`src/pcmn_pkg.sv`:
```
// ============================================================================
// pcmn_pkg
// Shared types and codes for the per-channel max normalizer: pass opcodes,
// controller states and the command/status bundles between control and data.
// ============================================================================
`default_nettype none

package pcmn_pkg;

    // Pass opcodes carried by each input item
    localparam logic OP_MEASURE   = 1'b0;
    localparam logic OP_NORMALIZE = 1'b1;

    // Controller states, one-hot
    typedef enum logic [2:0] {
        ST_IDLE = 3'b001,
        ST_DIV  = 3'b010,
        ST_EMIT = 3'b100
    } state_t;

    // Controller to datapath
    typedef struct packed {
        logic measure;   // fold the input pixel into the running peaks
        logic load;      // latch dividends and divisors, restart the step counter
        logic step;      // run one quotient bit in all three dividers
        logic capture;   // move the finished quotients into the output register
    } cmd_t;

    // Datapath to controller
    typedef struct packed {
        logic last_step; // the step now running yields the final quotient bit
    } status_t;

endpackage

`default_nettype wire

```
`src/pcmn_if.sv`:
```
// ============================================================================
// pcmn_if
// Valid/ready channels of the per-channel max normalizer: the pixel input
// channel and the normalized pixel output channel.
// ============================================================================
`default_nettype none

interface pcmn_in_if #(
    parameter int INPUT_BITS = 24
) ();
    logic                  valid;
    logic                  ready;
    logic                  opcode;
    logic                  start_of_frame;
    logic [INPUT_BITS-1:0] red_in;
    logic [INPUT_BITS-1:0] green_in;
    logic [INPUT_BITS-1:0] blue_in;

    modport source (
        output valid, opcode, start_of_frame, red_in, green_in, blue_in,
        input  ready
    );
    modport sink (
        input  valid, opcode, start_of_frame, red_in, green_in, blue_in,
        output ready
    );
endinterface

interface pcmn_out_if #(
    parameter int OUTPUT_FRACTION_BITS = 16
) ();
    logic                          valid;
    logic                          ready;
    logic [OUTPUT_FRACTION_BITS:0] red_out;
    logic [OUTPUT_FRACTION_BITS:0] green_out;
    logic [OUTPUT_FRACTION_BITS:0] blue_out;

    modport source (
        output valid, red_out, green_out, blue_out,
        input  ready
    );
    modport sink (
        input  valid, red_out, green_out, blue_out,
        output ready
    );
endinterface

`default_nettype wire

```
`src/pcmn_divider.sv`:
```
// ============================================================================
// pcmn_divider
// Restoring divider for one channel: floor(value * 2^F / peak), one quotient
// bit per step, saturated to 1.0 and forced to zero for a zero peak.
// ============================================================================
`default_nettype none

module pcmn_divider #(
    parameter int INPUT_BITS           = 24,
    parameter int OUTPUT_FRACTION_BITS = 16
) (
    input  wire logic                          clk,
    input  wire logic                          load,
    input  wire logic                          step,
    input  wire logic [INPUT_BITS-1:0]         value,
    input  wire logic [INPUT_BITS-1:0]         peak,
    output logic      [OUTPUT_FRACTION_BITS:0] quotient
);

    localparam int FB = OUTPUT_FRACTION_BITS;
    localparam logic [FB:0] ONE = {1'b1, {FB{1'b0}}};

    logic [INPUT_BITS:0]   rem_reg, rem_next;
    logic [INPUT_BITS-1:0] div_reg;
    logic [FB:0]           q_reg, q_next;
    logic                  zero_reg;
    logic                  sat_reg;
    logic                  ge;
    logic [INPUT_BITS:0]   diff;
    logic [INPUT_BITS:0]   kept;

    // When value < 2*peak the remainder stays below the divisor after each
    // subtract, so doubling it fits in INPUT_BITS+1 bits.
    always_comb
    begin
        ge       = rem_reg >= {1'b0, div_reg};
        diff     = rem_reg - {1'b0, div_reg};
        kept     = ge ? diff : rem_reg;
        rem_next = {kept[INPUT_BITS-1:0], 1'b0};
        q_next   = {q_reg[FB-1:0], ge};
    end

    always_ff @(posedge clk)
    begin
        if (load)
        begin
            rem_reg  <= {1'b0, value};
            div_reg  <= peak;
            q_reg    <= '0;
            zero_reg <= (peak == '0);
            sat_reg  <= ({1'b0, value} >= {peak, 1'b0});
        end
        else if (step)
        begin
            rem_reg <= rem_next;
            q_reg   <= q_next;
        end
    end

    always_comb
    begin
        if (zero_reg)
            quotient = '0;
        else if (sat_reg || (q_reg > ONE))
            quotient = ONE;
        else
            quotient = q_reg;
    end

endmodule

`default_nettype wire

```
`src/pcmn_datapath.sv`:
```
// ============================================================================
// pcmn_datapath
// Peak registers, three channel dividers, step counter and output register
// of the per-channel max normalizer.
// ============================================================================
`default_nettype none

module pcmn_datapath #(
    parameter int INPUT_BITS           = 24,
    parameter int OUTPUT_FRACTION_BITS = 16
) (
    input  wire logic                          clk,
    input  wire logic                          rst_n,
    input  wire pcmn_pkg::cmd_t                cmd,
    output pcmn_pkg::status_t                  status,
    input  wire logic                          start_of_frame,
    input  wire logic [INPUT_BITS-1:0]         red_in,
    input  wire logic [INPUT_BITS-1:0]         green_in,
    input  wire logic [INPUT_BITS-1:0]         blue_in,
    output logic      [OUTPUT_FRACTION_BITS:0] red_out,
    output logic      [OUTPUT_FRACTION_BITS:0] green_out,
    output logic      [OUTPUT_FRACTION_BITS:0] blue_out
);

    import pcmn_pkg::*;

    localparam int FB = OUTPUT_FRACTION_BITS;
    localparam int CW = $clog2(FB + 1);
    localparam logic [CW-1:0] LAST = CW'(FB);

    logic [INPUT_BITS-1:0] red_peak_reg, green_peak_reg, blue_peak_reg;
    logic [INPUT_BITS-1:0] red_base, green_base, blue_base;
    logic [CW-1:0]         cnt_reg;
    logic [FB:0]           red_q, green_q, blue_q;
    logic [FB:0]           red_out_reg, green_out_reg, blue_out_reg;

    // Start of frame drops the old peaks before this pixel is measured
    assign red_base   = start_of_frame ? '0 : red_peak_reg;
    assign green_base = start_of_frame ? '0 : green_peak_reg;
    assign blue_base  = start_of_frame ? '0 : blue_peak_reg;

    always_ff @(posedge clk or negedge rst_n)
    begin
        if (!rst_n)
        begin
            red_peak_reg   <= '0;
            green_peak_reg <= '0;
            blue_peak_reg  <= '0;
        end
        else if (cmd.measure)
        begin
            red_peak_reg   <= (red_in   > red_base)   ? red_in   : red_base;
            green_peak_reg <= (green_in > green_base) ? green_in : green_base;
            blue_peak_reg  <= (blue_in  > blue_base)  ? blue_in  : blue_base;
        end
    end

    always_ff @(posedge clk or negedge rst_n)
    begin
        if (!rst_n)
            cnt_reg <= '0;
        else if (cmd.load)
            cnt_reg <= '0;
        else if (cmd.step)
            cnt_reg <= cnt_reg + 1'b1;
    end

    assign status.last_step = (cnt_reg == LAST);

    pcmn_divider #(
        .INPUT_BITS           (INPUT_BITS),
        .OUTPUT_FRACTION_BITS (OUTPUT_FRACTION_BITS)
    ) u_div_red (
        .clk      (clk),
        .load     (cmd.load),
        .step     (cmd.step),
        .value    (red_in),
        .peak     (red_peak_reg),
        .quotient (red_q)
    );

    pcmn_divider #(
        .INPUT_BITS           (INPUT_BITS),
        .OUTPUT_FRACTION_BITS (OUTPUT_FRACTION_BITS)
    ) u_div_green (
        .clk      (clk),
        .load     (cmd.load),
        .step     (cmd.step),
        .value    (green_in),
        .peak     (green_peak_reg),
        .quotient (green_q)
    );

    pcmn_divider #(
        .INPUT_BITS           (INPUT_BITS),
        .OUTPUT_FRACTION_BITS (OUTPUT_FRACTION_BITS)
    ) u_div_blue (
        .clk      (clk),
        .load     (cmd.load),
        .step     (cmd.step),
        .value    (blue_in),
        .peak     (blue_peak_reg),
        .quotient (blue_q)
    );

    always_ff @(posedge clk)
    begin
        if (cmd.capture)
        begin
            red_out_reg   <= red_q;
            green_out_reg <= green_q;
            blue_out_reg  <= blue_q;
        end
    end

    assign red_out   = red_out_reg;
    assign green_out = green_out_reg;
    assign blue_out  = blue_out_reg;

endmodule

`default_nettype wire

```
`src/pcmn_ctrl.sv`:
```
// ============================================================================
// pcmn_ctrl
// Controller of the per-channel max normalizer: input handshake, division
// sequencing and the output register's valid flag.
// ============================================================================
`default_nettype none

module pcmn_ctrl (
    input  wire logic              clk,
    input  wire logic              rst_n,
    input  wire logic              in_valid,
    input  wire logic              in_opcode,
    output logic                   in_ready,
    output logic                   out_valid,
    input  wire logic              out_ready,
    output pcmn_pkg::cmd_t         cmd,
    input  wire pcmn_pkg::status_t status
);

    import pcmn_pkg::*;

    state_t state_reg, state_next;
    logic   out_valid_reg, out_valid_next;
    logic   slot_free;

    assign slot_free = !out_valid_reg || out_ready;

    always_comb
    begin
        state_next  = state_reg;
        cmd         = '0;
        in_ready    = 1'b0;
        case (state_reg)
            ST_IDLE:
            begin
                in_ready = 1'b1;
                if (in_valid)
                begin
                    if (in_opcode == OP_NORMALIZE)
                    begin
                        cmd.load   = 1'b1;
                        state_next = ST_DIV;
                    end
                    else
                    begin
                        cmd.measure = 1'b1;
                    end
                end
            end
            ST_DIV:
            begin
                cmd.step = 1'b1;
                if (status.last_step)
                    state_next = ST_EMIT;
            end
            ST_EMIT:
            begin
                // Hold the finished quotients until the output slot opens
                if (slot_free)
                begin
                    cmd.capture = 1'b1;
                    state_next  = ST_IDLE;
                end
            end
            default:
            begin
                state_next = ST_IDLE;
            end
        endcase
    end

    always_comb
    begin
        if (cmd.capture)
            out_valid_next = 1'b1;
        else if (out_ready)
            out_valid_next = 1'b0;
        else
            out_valid_next = out_valid_reg;
    end

    always_ff @(posedge clk or negedge rst_n)
    begin
        if (!rst_n)
        begin
            state_reg     <= ST_IDLE;
            out_valid_reg <= 1'b0;
        end
        else
        begin
            state_reg     <= state_next;
            out_valid_reg <= out_valid_next;
        end
    end

    assign out_valid = out_valid_reg;

endmodule

`default_nettype wire

```
`src/per_channel_max_normalizer.sv`:
```
// ============================================================================
// per_channel_max_normalizer
// Two-pass RGB normalizer: measures per-channel peaks, then scales each
// pixel so that each channel's peak maps to 1.0.
// ============================================================================
// A frame is streamed twice. Measure items (opcode 0) raise the red, green
// and blue peaks and produce no output; start_of_frame on a measure item
// clears the peaks before that pixel is counted. The block can take a new
// item straight after a measure item. Normalize items (opcode 1) produce
// one output item holding floor(channel * 2^OUTPUT_FRACTION_BITS / peak)
// per channel in unsigned Q1.OUTPUT_FRACTION_BITS, saturated at 1.0, and 0
// for a channel whose peak is zero. A normalize item occupies the block
// from its accept and load, through three restoring dividers that run in
// lockstep and retire one quotient bit per cycle, to an emit state that
// moves the quotients into the output register. The output register lets
// the next item be accepted while a result still waits; a further
// normalize item waits in its emit state until that register is taken.
// Peaks reset to zero.
// ============================================================================
`default_nettype none

module per_channel_max_normalizer #(
    parameter int INPUT_BITS           = 24,
    parameter int OUTPUT_FRACTION_BITS = 16
) (
    input  wire logic  clk,
    input  wire logic  rst_n,
    pcmn_in_if.sink    in_ch,
    pcmn_out_if.source out_ch
);

    import pcmn_pkg::*;

    cmd_t    cmd;
    status_t status;

    // Sequence the handshake and the division steps
    pcmn_ctrl u_ctrl (
        .clk       (clk),
        .rst_n     (rst_n),
        .in_valid  (in_ch.valid),
        .in_opcode (in_ch.opcode),
        .in_ready  (in_ch.ready),
        .out_valid (out_ch.valid),
        .out_ready (out_ch.ready),
        .cmd       (cmd),
        .status    (status)
    );

    // Peaks, dividers and the output register
    pcmn_datapath #(
        .INPUT_BITS           (INPUT_BITS),
        .OUTPUT_FRACTION_BITS (OUTPUT_FRACTION_BITS)
    ) u_datapath (
        .clk            (clk),
        .rst_n          (rst_n),
        .cmd            (cmd),
        .status         (status),
        .start_of_frame (in_ch.start_of_frame),
        .red_in         (in_ch.red_in),
        .green_in       (in_ch.green_in),
        .blue_in        (in_ch.blue_in),
        .red_out        (out_ch.red_out),
        .green_out      (out_ch.green_out),
        .blue_out       (out_ch.blue_out)
    );

endmodule

`default_nettype wire

```
`src/flat_wrapper.sv`:
```
// flat-port wrapper written by rule: the top's interface ports become plain ports
module per_channel_max_normalizer_flat import pcmn_pkg::*;
#(
    parameter int INPUT_BITS           = 24,
    parameter int OUTPUT_FRACTION_BITS = 16
)
  (clk, rst_n, in_ch_valid, in_ch_opcode, in_ch_start_of_frame, in_ch_red_in, in_ch_green_in, in_ch_blue_in, in_ch_ready, out_ch_valid, out_ch_red_out, out_ch_green_out, out_ch_blue_out, out_ch_ready);
  pcmn_in_if #(.INPUT_BITS(INPUT_BITS)) in_ch_i ();
  pcmn_out_if #(.OUTPUT_FRACTION_BITS(OUTPUT_FRACTION_BITS)) out_ch_i ();
  input  wire logic clk;
  input  wire logic rst_n;
  input wire logic [$bits(in_ch_i.valid)-1:0] in_ch_valid;
  input wire logic [$bits(in_ch_i.opcode)-1:0] in_ch_opcode;
  input wire logic [$bits(in_ch_i.start_of_frame)-1:0] in_ch_start_of_frame;
  input wire logic [$bits(in_ch_i.red_in)-1:0] in_ch_red_in;
  input wire logic [$bits(in_ch_i.green_in)-1:0] in_ch_green_in;
  input wire logic [$bits(in_ch_i.blue_in)-1:0] in_ch_blue_in;
  output wire logic [$bits(in_ch_i.ready)-1:0] in_ch_ready;
  output wire logic [$bits(out_ch_i.valid)-1:0] out_ch_valid;
  output wire logic [$bits(out_ch_i.red_out)-1:0] out_ch_red_out;
  output wire logic [$bits(out_ch_i.green_out)-1:0] out_ch_green_out;
  output wire logic [$bits(out_ch_i.blue_out)-1:0] out_ch_blue_out;
  input wire logic [$bits(out_ch_i.ready)-1:0] out_ch_ready;
  assign in_ch_i.valid = in_ch_valid;
  assign in_ch_i.opcode = in_ch_opcode;
  assign in_ch_i.start_of_frame = in_ch_start_of_frame;
  assign in_ch_i.red_in = in_ch_red_in;
  assign in_ch_i.green_in = in_ch_green_in;
  assign in_ch_i.blue_in = in_ch_blue_in;
  assign in_ch_ready = in_ch_i.ready;
  assign out_ch_valid = out_ch_i.valid;
  assign out_ch_red_out = out_ch_i.red_out;
  assign out_ch_green_out = out_ch_i.green_out;
  assign out_ch_blue_out = out_ch_i.blue_out;
  assign out_ch_i.ready = out_ch_ready;
  per_channel_max_normalizer #(.INPUT_BITS(INPUT_BITS), .OUTPUT_FRACTION_BITS(OUTPUT_FRACTION_BITS)) u_core (.clk(clk), .rst_n(rst_n), .in_ch(in_ch_i), .out_ch(out_ch_i));
endmodule
```
`config.mk`:
```
export PLATFORM = sky130hd
export DESIGN_NAME = per_channel_max_normalizer_flat
export DESIGN_NICKNAME = d
export VERILOG_FILES = /design/src/pcmn_pkg.sv /design/src/pcmn_if.sv /design/src/pcmn_divider.sv /design/src/pcmn_datapath.sv /design/src/pcmn_ctrl.sv /design/src/per_channel_max_normalizer.sv /design/src/flat_wrapper.sv
export SDC_FILE = /design/constraint.sdc
export NUM_CORES = 1
export LEC_CHECK = 0
export BUFFER_PORTS_ARGS = -buffer_cell sky130_fd_sc_hd__buf_2
export CAP_MARGIN = 20
export CORE_ASPECT_RATIO = 0.7
export CORE_MARGIN = 2
export CORE_UTILIZATION = 42
export CTS_CLUSTER_DIAMETER = 60
export DETAILED_ROUTE_END_ITERATION = 6
export SLEW_MARGIN = 20
export SYNTH_ARGS = -nofsm -noshare
export SYNTH_HDL_FRONTEND = slang
export SYNTH_SLANG_ARGS = --single-unit
```
`constraint.sdc`:
```
create_clock -name clk -period 6.5 [get_ports clk]
set_clock_uncertainty 0.2 [all_clocks]
set_input_delay 1.3 -clock clk [delete_from_list [all_inputs] [get_ports clk]]
set_output_delay 1.3 -clock clk [all_outputs]
set_load 0.005 [all_outputs]
```
Word-level counts from Yosys, hierarchy flattened. Cells that the tools add are included.

$add $sub $neg: 4. $lt $le $gt $ge: 12. Equality and inequality tests: 8. Mux-type cells: 35. Reduce and logical (&&, ||, !) cells: 14.

Operator list (count): 24-bit two-way mux (15); 24-bit by 25-bit >= comparator with 1-bit output (3); 25-bit by 24-bit >= comparator with 1-bit output (3); 24-bit > comparator (3); 24-bit zero test (3); 24-bit subtractor (3); 17-bit > comparator (second input constant) (3); 17-bit two-way mux (3); 3-bit two-way mux (4); 5-bit two-way mux (2); 3-bit case mux with 3 select lines (1); 1-bit two-way mux (8); 2-bit != test (second input constant) (3); 2-bit OR reduction (3); 5-bit by 1-bit adder with 5-bit output (second input constant) (1); 5-bit == test (second input constant) (1); 1-bit logical OR (4); 2-bit two-way mux (2); 4-bit AND reduction (1); 2-bit nonzero test (2); 3-bit by 1-bit == test with 1-bit output (second input constant) (1); 3-bit by 2-bit == test with 1-bit output (second input constant) (1); 3-bit == test (second input constant) (1); 2-bit by 1-bit != test with 1-bit output (second input constant) (1); 1-bit zero test (1).

Flip-flop bits (word level): 336. Bits of input ports: 78. Output and inout port bits: 53. Logic and storage cells: 103.

Logic depth before layout (Yosys ltp).
Word-level depth: 5. Depth in mapped cells: 15. Depth with buffers taken out: 13.

By module. From an unflattened synthesis, not the netlist that was laid out.

Cell total of the unflattened synthesis: 2230. Area, all modules: 21837.2 µm².

Modules (own cells, without submodules): pcmn_divider at u_core.u_datapath.u_div_green ... (times used 2, cells each 516, area an instance 4805.9 µm², sequential area each 1861.8 µm²); pcmn_datapath (times used 1, cells each 643, area an instance 7079.3 µm², sequential area each 3458.3 µm²); pcmn_divider at u_core.u_datapath.u_div_blue (times used 1, cells each 531, area an instance 4908.5 µm², sequential area each 1861.8 µm²); pcmn_ctrl (times used 1, cells each 24, area an instance 237.7 µm², sequential area each 101.3 µm²).

Worst setup path after synthesis. Ideal clock, no wire load.

Kind: input -> register. Start: input port in_ch_opcode. End: register u_core.u_datapath.u_div_blue.rem_reg[22], data pin. Setup time: 367 ps. Arrival: 4375 ps. Required time: 5933 ps. Slack: 1558 ps. Cell stages on the path: 5. Buffers on the path: 2. Path through: nand3_1 -> inv_1 -> clkbuf_1 -> buf_1 -> a21oi_1.

RTL lines: from (decl) (RTL line flat_wrapper.sv:13) `input wire logic [$bits(in_ch_i.opcode)-1:0] in_ch_opcode;`; to (signal assigned) (RTL line pcmn_divider.sv:47) `rem_reg <= {1'b0, value};`; to (signal assigned) (RTL line pcmn_divider.sv:55) `rem_reg <= rem_next;`; to (decl) (RTL line pcmn_divider.sv:23) `logic [INPUT_BITS:0] rem_reg, rem_next;`.

Final worst setup path.
Start: register u_core.u_datapath.u_div_green.rem_reg[1]. End: register u_core.u_datapath.u_div_green.rem_reg[14], data pin.

Word-level cells in the longest chain between the ends: 4. Elaborated cells on any way between the ends: 5. Those cells by class: add/sub (1); order compare (1); mux (3).

Ends and longest elaborated chain: from (decl) (RTL line pcmn_divider.sv:23); from (signal assigned) (RTL line pcmn_divider.sv:47); from (signal assigned) (RTL line pcmn_divider.sv:55); 24-bit subtractor / 25-bit by 24-bit >= comparator with 1-bit output (equally long branches) (RTL line pcmn_divider.sv:37, pcmn_divider.sv:36); 24-bit two-way mux * (RTL line pcmn_divider.sv:38) `kept = ge ? diff : rem_reg;`; 24-bit two-way mux * (RTL line pcmn_divider.sv:53) `else if (step)`; 24-bit two-way mux * (RTL line pcmn_divider.sv:45) `if (load)`.

Mark *: on every way between the ends. The rest lies on a longest branch, timed or not. The select of a mux whose other input is x is not followed. A chain may end at the register's enable or synchronous reset.

==> flow_summary_export.csv <==
group,metric,value,unit
synthesis,synthesis.instances,2166,
synthesis,synth_cell_types,78,
floorplanning,fp.dieArea,51250,um^2
hold_path,hp-class,"reg2reg",
global_route,grt_max_degree,96,
synthesis,synth_largest_area_cell,"edfxtp_1",
synthesis,synth_fa_ha_area_frac,0.1325,
clock_network,cts_made_buffers,38,
drt,drt_iter0_markers,1079,
floorplanning,die_x,269.7,um
pwr,intPower,0.004952,W
synthesis,synth_compound_area_frac,0.1508,
setup_path,r2r_end,"u_core.u_datapath.u_div_green.rem_reg[14]",
drt,dr.pass1.iters,5,
setup_path,r2r_cells,11,
setup_path,cp-start-kind,"flip-flop",
placed_design,io_buffers,130,
floorplanning,die_y,190.0,um
drt,routed_wl,54220,um
sta,clock.fmax,0.2431,GHz
pwr,ir_drop,0.1769,mV
pwr,leakage,10.20,nW
synthesis,synthTopCellsByArea,"edfxtp_1, ha_1, dfrtp_1",
setup_path,cp.arrival,4170,ps
setup_path,critPathMaxStageDelay,590,ps
setup_path,cp_slowest_cell,"nor3_4",
sta,min_period,4114,ps
run,maxCapViolCount,0,
clock_network,clk_pin_slew_worst_paths,70,ps
drt,vias_per_cell,5.501,
setup_path,crit_path_end_kind,"flip-flop",
floorplanning,row_count,68,
clock_network,clkLatencyLatePin,540,ps
synthesis,async_flop_share,0.2411,
global_route,grt_first_pass_wirelength,86380,um
setup_path,ff2ff_setup_slack,2390,ps
finish,syn_to_final_growth,12.86,%
pwr,p_per_area,321.8,nW/um^2
setup_path,crit_chain,"ha_1 -> nor2b_1 -> o31a_1 -> o31ai_4 -> o211ai_2 -> a311oi_4 -> a21oi_2 -> nor3_4 -> buf_4 -> mux2i_1 -> a21oi_1",
global_route,overflow,0,
setup_path,reg2reg_from,"u_core.u_datapath.u_div_green.rem_reg[1]",
sta,fin_tns_setup,0,ps
run_status,status,"complete, no violations",
clock_network,cts_tree,"done",
finish,fill_cells,4615,
synthesis,synth_seq_cells,336,
clock_network,cts_htree_levels,2,
hold_path,min-delay-start,"u_core.u_datapath.u_div_red.q_reg[10]",
sta,holdWs,263.5,ps
synthesis,ys_top_cells_by_count,"inv_1, ha_1, edfxtp_1",
synthesis,postSynthAreaPerCell,9.584,um^2
sta,maxSlewViolCount,0,
sta,period_share,0.6329,
synthesis,synth_xor_area_frac,0.02447,
placed_design,hpwl,39690,um
pwr,switching_share,0.3431,
floorplanning,fp.coreArea,49090,um^2
clock_network,cts.path.max_buffers,3,
floorplanning,ioPinCount,131,
sta,hold_violations,0,
synthesis,ys_warn_count,0,
drt,antenna_left,0,
finish,regArea,9145,um^2
setup_path,cp_max_fo,16,
hold_path,hold_end,"u_core.u_datapath.u_div_red.q_reg[11]",
synthesis,synth_simple_gate_area_frac,0.1734,
drt,post_drt_wl_per_cell,18.26,um
pwr,pwr-share-seq,0.393,
pwr,clkPwrFrac,0.300,
sta,worst_slew_pin_slew,1054,ps
clock_network,clkSinkCount,336,
finish,multi_input_area,10450,um^2
sta,rsz0062_at_grt,"false",
floorplanning,initial_core_util,0.4229,
clock_network,clockRootBuffer,"clkbuf_16",
sta,relSlewSlack,0.2972,
placed_design,gp_congestion,0.8407,
global_route,groute.usage.overall,0.2098,
clock_network,cts_setup_buffers,0,
pwr,combPwrFrac,0.307,
synthesis,syn_nets,2462,
synthesis,seq_area_frac_synth,0.4405,
synthesis,netlist_area,20760,um^2
global_route,antenna_found_initial,1,
finish,drive_gt1_frac,0.1089,
setup_path,required,6560,ps
clock_network,cts_hold_buf,0,
global_route,grt_pass1_vias,15815,
drt,drc,0,
clock_network,cts_repair_resize_count,0,
synthesis,synth_edf_count,201,
finish,n_antenna_cell,0,
synthesis,synth_top_family_by_area,"simple AND/OR/NAND/NOR gates",
setup_path,crit_type,"reg2reg",
synthesis,synth_top_area_frac,0.2907,
synthesis,yosysMostFrequentCell,"inv_1",
pwr,power_switching,0.002587,W
hold_path,hold_depth,2,
drt,vias,16339,
finish,nets,2571,
synthesis,synthMuxAreaShare,0.01989,
synthesis,dominantRegCellSynth,"edfxtp_1",
sta,setup_viol,0,
-- routing by layer --
metal	global-route usage	vias up	share of wire
met5	0	-	0.00020
met4	0.04872	2	0.021
met3	0.03231	79	0.052
met2	0.3175	395	0.43
met1	0.3143	7889	0.50
li1	-	7974	-
-- critical path, delay by kind of cell, from the launching register on --
family                     cells  cell delay, ps
AOI/OAI and AO/OA              6            1470
and+or+nand+nor                2             730
DFF                            1             430
buffers and inverters          1             380
adders and majority gates      1             310
muxes                          1             280
-- placed cells by master (no fill, tap or decap), types with 24 or more instances in the layout --
| cell | count |
|---|---|
| nand4_1 | 48 |
| xnor2_1 | 30 |
| nor2_1 | 125 |
| clkbuf_16 | 40 |
| ha_1 | 215 |
| buf_4 | 24 |
| inv_1 | 226 |
| nand2b_1 | 87 |
| xor2_1 | 28 |
| dfrtp_1 | 80 |
| nand3_1 | 139 |
| mux2i_1 | 39 |
| a21oi_1 | 142 |
| and2_1 | 50 |
| dfxtp_1 | 54 |
| edfxtp_1 | 201 |
| nor4_1 | 35 |
| o21ai_0 | 134 |
| nand2_1 | 156 |
| a21o_1 | 67 |
| buf_2 | 128 |
-- how the worst max path moves through the flow --
stage | slack, ps | end | cells past startpoint | startpoint
after global routing | 2200 | u_core.u_datapath.red_peak_reg[8] | 13 | in_ch_start_of_frame
after detailed placement | 1590 | u_core.u_datapath.red_peak_reg[15] | 12 | in_ch_start_of_frame
after CTS | 2060 | u_core.u_datapath.u_div_green.rem_reg[14] | 11 | u_core.u_datapath.u_div_green.rem_reg[1]
final | 2390 | u_core.u_datapath.u_div_green.rem_reg[14] | 11 | u_core.u_datapath.u_div_green.rem_reg[1]
after floorplan | 1560 | u_core.u_datapath.u_div_blue.rem_reg[22] | 5 | in_ch_opcode
after global placement | 1740 | u_core.u_datapath.red_peak_reg[8] | 12 | in_ch_start_of_frame
-- through the flow --
| stage | total power [W] | setup WS (ps) | instances | cell area [um^2] | utilization |
|---|---|---|---|---|---|
| finish | 0.007538 | 2386 | 2970 | 23430 | 0.4772 |
| global route | 0.008007 | 2201 | 2970 | 23430 | 0.4772 |
| CTS | 0.007574 | 2060 | 2969 | 23420 | 0.4770 |
| detailed placement | 0.005291 | 1591 | 2899 | 22100 | 0.4502 |
| global placement | 0.005208 | 1743 | 2899 | 22090 | 0.4499 |
| floorplan | 0.004624 | 1558 | 2166 | 20760 | - |
-- power groups by stage --
stage               combinational, W  sequential [W]  clock, W
finish                       0.00232         0.00296   0.00226
global route                 0.00262         0.00300   0.00239
global placement             0.00221         0.00299         0
detailed placement           0.00229         0.00300         0
CTS                          0.00231         0.00296   0.00231
floorplan                    0.00177         0.00285         0
-- logic make-up after synthesis --
| kind of cell | after synthesis |
|---|---|
| multiplexers | 41 |
| XOR/XNOR | 58 |
| adder cells (fa/ha/maj) | 218 |
| flip-flops | 336 |
| buffers and inverters | 312 |
| AO/OA/AOI/OAI | 487 |
| AND/OR/NAND/NOR | 714 |
-- final cells by class --
type,instances,share of cell area
multi-input combinational,1518,0.4459
sequential,336,0.3903
clock inverter,18,0.008438
timing repair buffer,153,0.03551
inverter,228,0.03664
clock buffer,52,0.04764
tap,665,0.03551
Note: power is estimated with default switching activity, not from simulation.
